==> src/i2cmbs_pkg.sv <==
package i2cmbs_pkg;

    // command codes carried in the input tuser field
    localparam logic [2:0] OP_TICK  = 3'd0;
    localparam logic [2:0] OP_START = 3'd1;
    localparam logic [2:0] OP_STOP  = 3'd2;
    localparam logic [2:0] OP_WRITE = 3'd3;
    localparam logic [2:0] OP_READ  = 3'd4;
    localparam logic [2:0] OP_SACK  = 3'd5;
    localparam logic [2:0] OP_RACK  = 3'd6;

    localparam logic [2:0] CMD_IDLE = 3'd0;

    localparam int unsigned IN_DATA_W  = 16;
    localparam int unsigned IN_USER_W  = 3;
    localparam int unsigned OUT_DATA_W = 16;

    localparam logic [7:0] PHASE_TICKS_RST = 8'd10;

    // one classified input transaction as held in the queue
    typedef struct packed {
        logic       is_cmd;
        logic [2:0] op;
        logic [7:0] tx_byte;
        logic       ack_bit;
        logic       sda_in;
    } t_item;

    typedef struct packed {
        logic full;
        logic not_empty;
    } t_q_stat;

    // index of the final pin phase of each command
    function automatic logic [4:0] last_phase(input logic [2:0] cmd);
        logic [4:0] res;
        case (cmd)
            OP_START: res = 5'd3;
            OP_STOP:  res = 5'd2;
            OP_WRITE: res = 5'd23;
            OP_READ:  res = 5'd24;
            OP_SACK:  res = 5'd2;
            OP_RACK:  res = 5'd3;
            default:  res = 5'd0;
        endcase
        return res;
    endfunction

endpackage

==> src/i2cmbs_front.sv <==
module i2cmbs_front (
    input  logic                              i_s_valid,
    output logic                              o_s_ready,
    input  logic [i2cmbs_pkg::IN_DATA_W-1:0]  i_s_data,
    input  logic [i2cmbs_pkg::IN_USER_W-1:0]  i_s_user,
    input  i2cmbs_pkg::t_q_stat               i_q_stat,
    output logic                              o_push,
    output i2cmbs_pkg::t_item                 o_item
);
    import i2cmbs_pkg::*;

    logic [2:0] op;

    assign op = i_s_user;

    assign o_s_ready = !i_q_stat.full;
    assign o_push    = i_s_valid && !i_q_stat.full;

    // reserved op code falls through as a plain tick
    always_comb begin
        o_item.op      = op;
        o_item.tx_byte = i_s_data[7:0];
        o_item.ack_bit = i_s_data[8];
        o_item.sda_in  = i_s_data[9];
        case (op)
            OP_START, OP_STOP, OP_WRITE, OP_READ, OP_SACK, OP_RACK: begin
                o_item.is_cmd = 1'b1;
            end
            default: begin
                o_item.is_cmd = 1'b0;
            end
        endcase
    end

endmodule

==> src/i2cmbs_queue.sv <==
module i2cmbs_queue #(
    parameter int unsigned DEPTH = 2
) (
    input  logic                i_clk,
    input  logic                i_rst_n,
    input  logic                i_push,
    input  i2cmbs_pkg::t_item   i_item,
    input  logic                i_pop,
    output i2cmbs_pkg::t_item   o_item,
    output i2cmbs_pkg::t_q_stat o_stat
);
    import i2cmbs_pkg::*;

    localparam int unsigned PTR_W = $clog2(DEPTH);
    localparam int unsigned CNT_W = $clog2(DEPTH + 1);

    t_item              r_mem [DEPTH];
    logic [PTR_W-1:0]   r_wr_ptr, n_wr_ptr;
    logic [PTR_W-1:0]   r_rd_ptr, n_rd_ptr;
    logic [CNT_W-1:0]   r_count, n_count;
    logic               do_push, do_pop;

    assign o_stat.full      = (r_count == CNT_W'(DEPTH));
    assign o_stat.not_empty = (r_count != '0);
    assign o_item           = r_mem[r_rd_ptr];

    assign do_push = i_push && !o_stat.full;
    assign do_pop  = i_pop && o_stat.not_empty;

    always_comb begin
        n_wr_ptr = r_wr_ptr;
        n_rd_ptr = r_rd_ptr;
        n_count  = r_count;
        if (do_push) begin
            n_wr_ptr = (r_wr_ptr == PTR_W'(DEPTH - 1)) ? '0 : r_wr_ptr + 1'b1;
        end
        if (do_pop) begin
            n_rd_ptr = (r_rd_ptr == PTR_W'(DEPTH - 1)) ? '0 : r_rd_ptr + 1'b1;
        end
        if (do_push && !do_pop) begin
            n_count = r_count + 1'b1;
        end else if (do_pop && !do_push) begin
            n_count = r_count - 1'b1;
        end
    end

    always_ff @(posedge i_clk) begin
        if (!i_rst_n) begin
            r_wr_ptr <= '0;
            r_rd_ptr <= '0;
            r_count  <= '0;
        end else begin
            r_wr_ptr <= n_wr_ptr;
            r_rd_ptr <= n_rd_ptr;
            r_count  <= n_count;
        end
    end

    always_ff @(posedge i_clk) begin
        if (do_push) begin
            r_mem[r_wr_ptr] <= i_item;
        end
    end

endmodule

==> src/i2cmbs_back.sv <==
module i2cmbs_back (
    input  logic                               i_clk,
    input  logic                               i_rst_n,
    input  logic [7:0]                         i_phase_ticks,
    input  i2cmbs_pkg::t_q_stat                i_q_stat,
    input  i2cmbs_pkg::t_item                  i_item,
    output logic                               o_pop,
    output logic                               o_m_valid,
    input  logic                               i_m_ready,
    output logic [i2cmbs_pkg::OUT_DATA_W-1:0]  o_m_data
);
    import i2cmbs_pkg::*;

    logic [2:0] r_cmd, n_cmd;
    logic [4:0] r_phase, n_phase;
    logic [1:0] r_sub, n_sub;
    logic [7:0] r_tick, n_tick;
    logic [7:0] r_shift, n_shift;
    logic       r_scl, n_scl;
    logic       r_sda, n_sda;
    logic [7:0] r_rx, n_rx;
    logic       r_ack, n_ack;
    logic       n_done, n_err;

    logic                  r_out_valid;
    logic [OUT_DATA_W-1:0] r_out_data;

    logic [7:0] ticks;
    logic [8:0] tick_inc;

    assign ticks    = (i_phase_ticks == 8'd0) ? 8'd1 : i_phase_ticks;
    assign tick_inc = {1'b0, r_tick} + 9'd1;

    assign o_pop     = i_q_stat.not_empty && (!r_out_valid || i_m_ready);
    assign o_m_valid = r_out_valid;
    assign o_m_data  = r_out_data;

    always_comb begin
        n_cmd   = r_cmd;
        n_phase = r_phase;
        n_sub   = r_sub;
        n_tick  = r_tick;
        n_shift = r_shift;
        n_scl   = r_scl;
        n_sda   = r_sda;
        n_rx    = r_rx;
        n_ack   = r_ack;
        n_done  = 1'b0;
        n_err   = 1'b0;

        if (r_cmd == CMD_IDLE) begin
            if (i_item.is_cmd) begin
                n_cmd   = i_item.op;
                n_phase = '0;
                n_sub   = '0;
                n_tick  = '0;
                case (i_item.op)
                    OP_WRITE: n_shift = i_item.tx_byte;
                    OP_SACK:  n_shift = {7'd0, i_item.ack_bit};
                    default:  n_shift = '0;
                endcase
            end
        end else if (i_item.is_cmd) begin
            n_err = 1'b1;
        end else begin
            // pin action happens on the first tick of each phase
            if (r_tick == 8'd0) begin
                case (r_cmd)
                    OP_START: begin
                        case (r_phase)
                            5'd0:    n_sda = 1'b1;
                            5'd1:    n_scl = 1'b1;
                            5'd2:    n_sda = 1'b0;
                            default: n_scl = 1'b0;
                        endcase
                    end
                    OP_STOP: begin
                        case (r_phase)
                            5'd0:    n_sda = 1'b0;
                            5'd1:    n_scl = 1'b1;
                            default: n_sda = 1'b1;
                        endcase
                    end
                    OP_WRITE: begin
                        case (r_sub)
                            2'd0: begin
                                n_sda   = r_shift[7];
                                n_shift = {r_shift[6:0], 1'b0};
                            end
                            2'd1:    n_scl = 1'b1;
                            default: n_scl = 1'b0;
                        endcase
                    end
                    OP_READ: begin
                        if (r_phase == 5'd0) begin
                            n_sda = 1'b1;
                        end else begin
                            case (r_sub)
                                2'd0:    n_scl   = 1'b1;
                                2'd1:    n_shift = {r_shift[6:0], i_item.sda_in};
                                default: n_scl   = 1'b0;
                            endcase
                        end
                    end
                    OP_SACK: begin
                        case (r_phase)
                            5'd0:    n_sda = r_shift[0];
                            5'd1:    n_scl = 1'b1;
                            default: n_scl = 1'b0;
                        endcase
                    end
                    OP_RACK: begin
                        case (r_phase)
                            5'd0:    n_sda = 1'b1;
                            5'd1:    n_scl = 1'b1;
                            5'd2:    n_ack = i_item.sda_in;
                            default: n_scl = 1'b0;
                        endcase
                    end
                    default: begin
                        n_scl = r_scl;
                    end
                endcase
            end

            if (tick_inc >= {1'b0, ticks}) begin
                n_tick  = '0;
                n_phase = r_phase + 5'd1;
                // read byte has a lone release phase before its bit triplets
                if (r_cmd == OP_READ && r_phase == 5'd0) begin
                    n_sub = '0;
                end else begin
                    n_sub = (r_sub == 2'd2) ? 2'd0 : r_sub + 2'd1;
                end
                if (r_phase >= last_phase(r_cmd)) begin
                    if (r_cmd == OP_READ) begin
                        n_rx = n_shift;
                    end
                    n_cmd   = CMD_IDLE;
                    n_phase = '0;
                    n_done  = 1'b1;
                end
            end else begin
                n_tick = tick_inc[7:0];
            end
        end
    end

    always_ff @(posedge i_clk) begin
        if (!i_rst_n) begin
            r_cmd       <= CMD_IDLE;
            r_phase     <= '0;
            r_sub       <= '0;
            r_tick      <= '0;
            r_shift     <= '0;
            r_scl       <= 1'b1;
            r_sda       <= 1'b1;
            r_rx        <= '0;
            r_ack       <= 1'b1;
            r_out_valid <= 1'b0;
        end else begin
            if (o_pop) begin
                r_cmd   <= n_cmd;
                r_phase <= n_phase;
                r_sub   <= n_sub;
                r_tick  <= n_tick;
                r_shift <= n_shift;
                r_scl   <= n_scl;
                r_sda   <= n_sda;
                r_rx    <= n_rx;
                r_ack   <= n_ack;
            end
            if (o_pop) begin
                r_out_valid <= 1'b1;
            end else if (i_m_ready) begin
                r_out_valid <= 1'b0;
            end
        end
    end

    always_ff @(posedge i_clk) begin
        if (o_pop) begin
            r_out_data <= {2'b00, n_err, n_ack, n_rx, n_done,
                           (n_cmd != CMD_IDLE), n_sda, n_scl};
        end
    end

endmodule

==> src/i2c_master_bit_sequencer_unit.sv <==
// I2C master bit engine. Each input transaction carries a command or a tick in
// tuser; a command latches, and every following tick walks the pin phases
// (start, stop, write byte, read byte, send ack, read ack), each phase lasting
// phase_ticks ticks, with SCL/SDA drive levels (1 = released) reported in
// every result. Exactly one result is produced per input transaction. The
// unit sustains one transaction per clock while the output side is not
// stalled. An accepted transaction passes through the queue, and its result
// is registered in the back end's output register before it is valid. A
// command arriving while a sequence is running is dropped and flagged as an
// error. phase_ticks sits at byte address 0 of the register port and should
// only be written while no transaction is outstanding.
module i2c_master_bit_sequencer_unit #(
    parameter int unsigned QUEUE_DEPTH = 2
) (
    input  logic        i_clk,
    input  logic        i_rst_n,
    input  logic        i_s_axis_tvalid,
    output logic        o_s_axis_tready,
    // [7:0] tx_byte, [8] ack_bit, [9] sda_in, [15:10] zero
    input  logic [15:0] i_s_axis_tdata,
    // [2:0] op
    input  logic [2:0]  i_s_axis_tuser,
    output logic        o_m_axis_tvalid,
    input  logic        i_m_axis_tready,
    // [0] scl_out, [1] sda_out, [2] busy_res, [3] done_res, [11:4] rx_byte,
    // [12] ack_in, [13] error, [15:14] zero
    output logic [15:0] o_m_axis_tdata,
    input  logic        psel,
    input  logic        penable,
    input  logic        pwrite,
    input  logic [3:0]  paddr,
    input  logic [31:0] pwdata,
    output logic [31:0] prdata,
    output logic        pready
);
    import i2cmbs_pkg::*;

    localparam logic [1:0] REG_PHASE_TICKS = 2'd0;

    logic [7:0] r_phase_ticks;
    t_item      front_item, head_item;
    t_q_stat    q_stat;
    logic       push, pop;

    assign pready = 1'b1;
    assign prdata = (paddr[3:2] == REG_PHASE_TICKS) ? {24'd0, r_phase_ticks} : 32'd0;

    always_ff @(posedge i_clk) begin
        if (!i_rst_n) begin
            r_phase_ticks <= PHASE_TICKS_RST;
        end else if (psel && penable && pwrite && pready
                     && paddr[3:2] == REG_PHASE_TICKS) begin
            r_phase_ticks <= pwdata[7:0];
        end
    end

    i2cmbs_front u_front (
        .i_s_valid (i_s_axis_tvalid),
        .o_s_ready (o_s_axis_tready),
        .i_s_data  (i_s_axis_tdata),
        .i_s_user  (i_s_axis_tuser),
        .i_q_stat  (q_stat),
        .o_push    (push),
        .o_item    (front_item)
    );

    i2cmbs_queue #(
        .DEPTH (QUEUE_DEPTH)
    ) u_queue (
        .i_clk   (i_clk),
        .i_rst_n (i_rst_n),
        .i_push  (push),
        .i_item  (front_item),
        .i_pop   (pop),
        .o_item  (head_item),
        .o_stat  (q_stat)
    );

    i2cmbs_back u_back (
        .i_clk         (i_clk),
        .i_rst_n       (i_rst_n),
        .i_phase_ticks (r_phase_ticks),
        .i_q_stat      (q_stat),
        .i_item        (head_item),
        .o_pop         (pop),
        .o_m_valid     (o_m_axis_tvalid),
        .i_m_ready     (i_m_axis_tready),
        .o_m_data      (o_m_axis_tdata)
    );

endmodule

==> config.mk <==
export PLATFORM = sky130hd
export DESIGN_NAME = i2c_master_bit_sequencer_unit
export DESIGN_NICKNAME = d
export VERILOG_FILES = /design/src/i2cmbs_pkg.sv /design/src/i2cmbs_front.sv /design/src/i2cmbs_queue.sv /design/src/i2cmbs_back.sv /design/src/i2c_master_bit_sequencer_unit.sv
export SDC_FILE = /design/constraint.sdc
export NUM_CORES = 1
export LEC_CHECK = 0
export BUFFER_PORTS_ARGS = -buffer_cell sky130_fd_sc_hd__buf_2
export CAP_MARGIN = 10
export CORE_MARGIN = 4
export CORE_UTILIZATION = 45
export DETAILED_ROUTE_END_ITERATION = 8
export PLACE_DENSITY = 0.68
export SLEW_MARGIN = 20
export SYNTH_ARGS = -nofsm -noshare
export SYNTH_HDL_FRONTEND = slang
export SYNTH_SLANG_ARGS = --single-unit
export TNS_END_PERCENT = 10
==> constraint.sdc <==
create_clock -name i_clk -period 3.8 [get_ports i_clk]
set_input_delay 0.38 -clock i_clk [delete_from_list [all_inputs] [get_ports i_clk]]
set_output_delay 0.38 -clock i_clk [all_outputs]
set_load 0.01 [all_outputs]
==> results.py <==
metrics = {
    "outcome": {
        "status": "completed",
    },
    "finish": {
        "fin_cells": 685,
        "area.sequential_sq_um": 2280,
        "antenna_cells": 0,
        "fill_cells": 998,
        "drive_gt1_frac": 0.187,
        "multiInputGateArea_sq_um": 2400,
        "fin_nets": 623,
        "area_delta_synth_final_pct": 9.44,
    },
    "critical_path": {
        "r2r_end": "u_back.o_m_data[10]",
        "regToRegSetupSlack_ns": 0.37,
        "worst-path-buf-inv": 1,
        "crit_path_start_kind": "register",
        "startpoint": "u_back.r_tick[2]",
        "critPathArrivalTime_ns": 3.64,
        "crit_path_frequent_cell": "or2_2",
        "required_ns": 4.00,
        "critPathMaxStageDelay_ns": 0.42,
        "cp_max_fo": 25,
        "worstSetupEndpointType": "register",
        "r2r-start": "u_back.r_tick[2]",
        "crit_path_top_delay_cell": "dfxtp_1",
        "reg2regPathDepth": 12,
        "path_class": "register to register",
        "cpLargestDelayFamily": "simple AND/OR/NAND/NOR gates",
        "path_cells": "nand3_1, or2_2, and2_1, or2_2, ha_1, and3_1, a221oi_1, nand2b_1, a211oi_4, buf_4, a21oi_1, a31oi_1",
    },
    "timing": {
        "setup_viol": 0,
        "whs_ns": 0.192,
        "hold_viol": 0,
        "fin_skew_ns": 0.00741,
        "max_slew_margin": 0.464,
        "worstMarginPinSlew_ns": 0.792,
        "final-max-slew-violation-count": 0,
        "tns_ns": 0,
        "period_share": 0.903,
        "fin_crit_ns": 3.43,
        "rsz0062_at_grt": "no",
        "max_freq_mhz": 291,
    },
    "floorplan": {
        "io_pins": 113,
        "coreArea_sq_um": 10800,
        "die_w_microns": 113,
        "rows": 38,
        "initial_core_util": 0.460,
        "die_h_microns": 113,
        "dieArea_sq_um": 12800,
    },
    "global_routing": {
        "grt_use_met3": 0.0299,
        "grt_pass1_vias": 3451,
        "use_met2": 0.250,
        "busiest_layer": "met2",
        "met1_usage": 0.229,
        "grt_pass1_wl_microns": 16900,
        "overflow": 0,
        "antenna_found_initial": 0,
        "global_route.usage.total": 0.164,
        "grt_max_degree": 26,
    },
    "drt": {
        "first_pass_iters": 5,
        "wl_microns": 10400,
        "drc": 0,
        "vias": 3783,
        "via_per_inst": 5.52,
        "wl_per_cell_microns": 15.1,
        "first_iter_violations": 223,
        "antenna_left": 0,
    },
    "pwr": {
        "p_leak_nw": 2.17,
        "powerDensity_nw_per_um2": 548,
        "power_w": 0.00299,
        "peakVddDrop_uv": 313,
    },
    "logic_synthesis": {
        "synth_flop_cell": "dfxtp_1",
        "synth_edf_count": 42,
        "synth_largest_area_cell": "edfxtp_1",
        "synth_cell_types": 70,
        "synth_area_leaders": "edfxtp_1 (25%), dfxtp_1 (20%), ha_1 (5.3%)",
        "async_flop_share": 0,
        "synth_most_common_cell": "dfxtp_1",
        "synth_seq_cells": 93,
        "ys_warn_count": 0,
        "synth_top_area_frac": 0.253,
        "ys_seq_area_frac": 0.458,
        "syn-cell-area_sq_um": 4980,
        "synth_cells": 496,
        "synthTopCellsByCount": "dfxtp_1 (51), nor2_1 (46), edfxtp_1 (42)",
        "syn_avg_cell_area_sq_um": 10.0,
    },
    "clock_network": {
        "cts_buffers": 9,
        "cts_resized": 0,
        "cts_tree": "yes",
        "cts_buffer_depth": 2,
        "clk_latency_ns": 0.37,
        "ctsHoldBuffers": 0,
        "clk_pin_slew_ns": 0.09,
        "htreeDepth": 3,
        "cts_root_buf": "clkbuf_8",
        "postCtsSetupBuffers": 0,
        "cts_sinks": 93,
    },
    "worst_hold_path": {
        "hp-start": "i_s_axis_tdata[8]",
        "hold-path-cell-count": 1,
        "hold_end": "u_queue.r_mem[0][1]",
        "hp-class": "input pin to register",
    },
    "job": {
        "drv_cap": 0,
    },
    "placed_design": {
        "gp_congestion": 0.868,
        "dp.cells": 669,
        "io_buffers": 53,
        "hpwlAfterDp_microns": 7530,
    },
}
layout by cell type (no fill, tap or decap), drive strengths merged, types with 4 or more instances in the layout:
cell | synthesis | routed
clkinv | 2 | 4
a311oi | 4 | 4
mux2 | 5 | 5
nor4 | 4 | 4
and3 | 6 | 6
clkbuf | 12 | 12
buf | 37 | 57
nor3 | 17 | 17
mux2i | 19 | 19
nor2b | 6 | 6
nand2b | 5 | 5
conb | 2 | 27
nand3 | 15 | 15
a211oi | 11 | 11
a21oi | 37 | 37
edfxtp | 42 | 42
xor2 | 7 | 7
a22o | 5 | 5
nor2 | 47 | 47
o2bb2ai | 7 | 7
and2 | 5 | 5
dfxtp | 51 | 51
inv | 20 | 21
ha | 21 | 21
o21ai | 18 | 18
nand2 | 25 | 25
a22oi | 10 | 10
a31oi | 11 | 11
routing by layer:
metal | wire, microns | vias to the layer above
met2 | 4800 | 123
li1 | - | 1860
met5 | 0 | -
met4 | 206 | 0
met1 | 4750 | 1786
met3 | 603 | 14
registers in the layout, summed over array words and instances, names as in the netlist, named ones only:
name and flops:
u_back.r_cmd 3, u_back.r_ack 1, u_back.r_phase 5, u_back.r_sda 1, u_back.r_tick 8, u_queue.r_wr_ptr 1
u_back.r_sub 2, u_back.r_shift 8, u_back.o_m_valid 1, u_queue.r_count 2, u_back.r_rx 8, u_queue.r_mem 28
r_phase_ticks 8, u_queue.r_rd_ptr 1, u_back.o_m_data 14, u_back.r_scl 1
report_power, final:
group | total, W | leakage (nW) | switching [W] | internal (W)
logic | 0.000950 | 1.26 | 0.000637 | 0.000313
clock network | 0.000712 | 0.110 | 0.000349 | 0.000364
registers | 0.00133 | 0.802 | 0.000100 | 0.00122
cell type report:
type	count	share of cell area
timing repair buffer	57	0.0541
inverter	22	0.0154
multi-input combinational	357	0.440
tap	140	0.0321
clock buffer	12	0.0305
sequential	93	0.418
clock inverter	4	0.00941
worst max path at each step:
| stage | cells after the start | end | slack [ns] |
|---|---|---|---|
| finish | 12 | u_back.o_m_data[10] | 0.37 |
| global route | 12 | u_back.r_rx[4] | 0.17 |
| CTS | 12 | u_back.o_m_data[10] | 0.41 |
| detailed placement | 12 | u_back.o_m_data[10] | 0.42 |
| global placement | 12 | u_back.o_m_data[10] | 0.48 |
| floorplan | 11 | u_back.o_m_data[10] | 0.75 |
metrics by stage:
| step | cell area [sq um] | util | setup slack (ns) |
|---|---|---|---|
| 2_1_floorplan | 5080 | - | 0.748 |
| 3_3_place_gp | 5230 | 0.483 | 0.476 |
| 3_5_place_dp | 5240 | 0.483 | 0.420 |
| 4_1_cts | 5450 | 0.503 | 0.406 |
| 5_1_grt | 5450 | 0.503 | 0.169 |
| 6_report | 5450 | 0.503 | 0.367 |
cell families (layout without fill, tap and decap cells):
kind of cell / after synthesis / count (layout) / synth area share
compound gates: 130 / 130 / 0.192
simple gates: 145 / 145 / 0.149
flops: 93 / 93 / 0.458
other cells: 2 / 27 / 0.00151
xor+xnor: 10 / 10 / 0.0176
mux: 24 / 24 / 0.0495
fa+ha+maj: 21 / 21 / 0.0527
buf+inv: 71 / 95 / 0.0798
No activity file was read; power rests on OpenSTA's default activity.
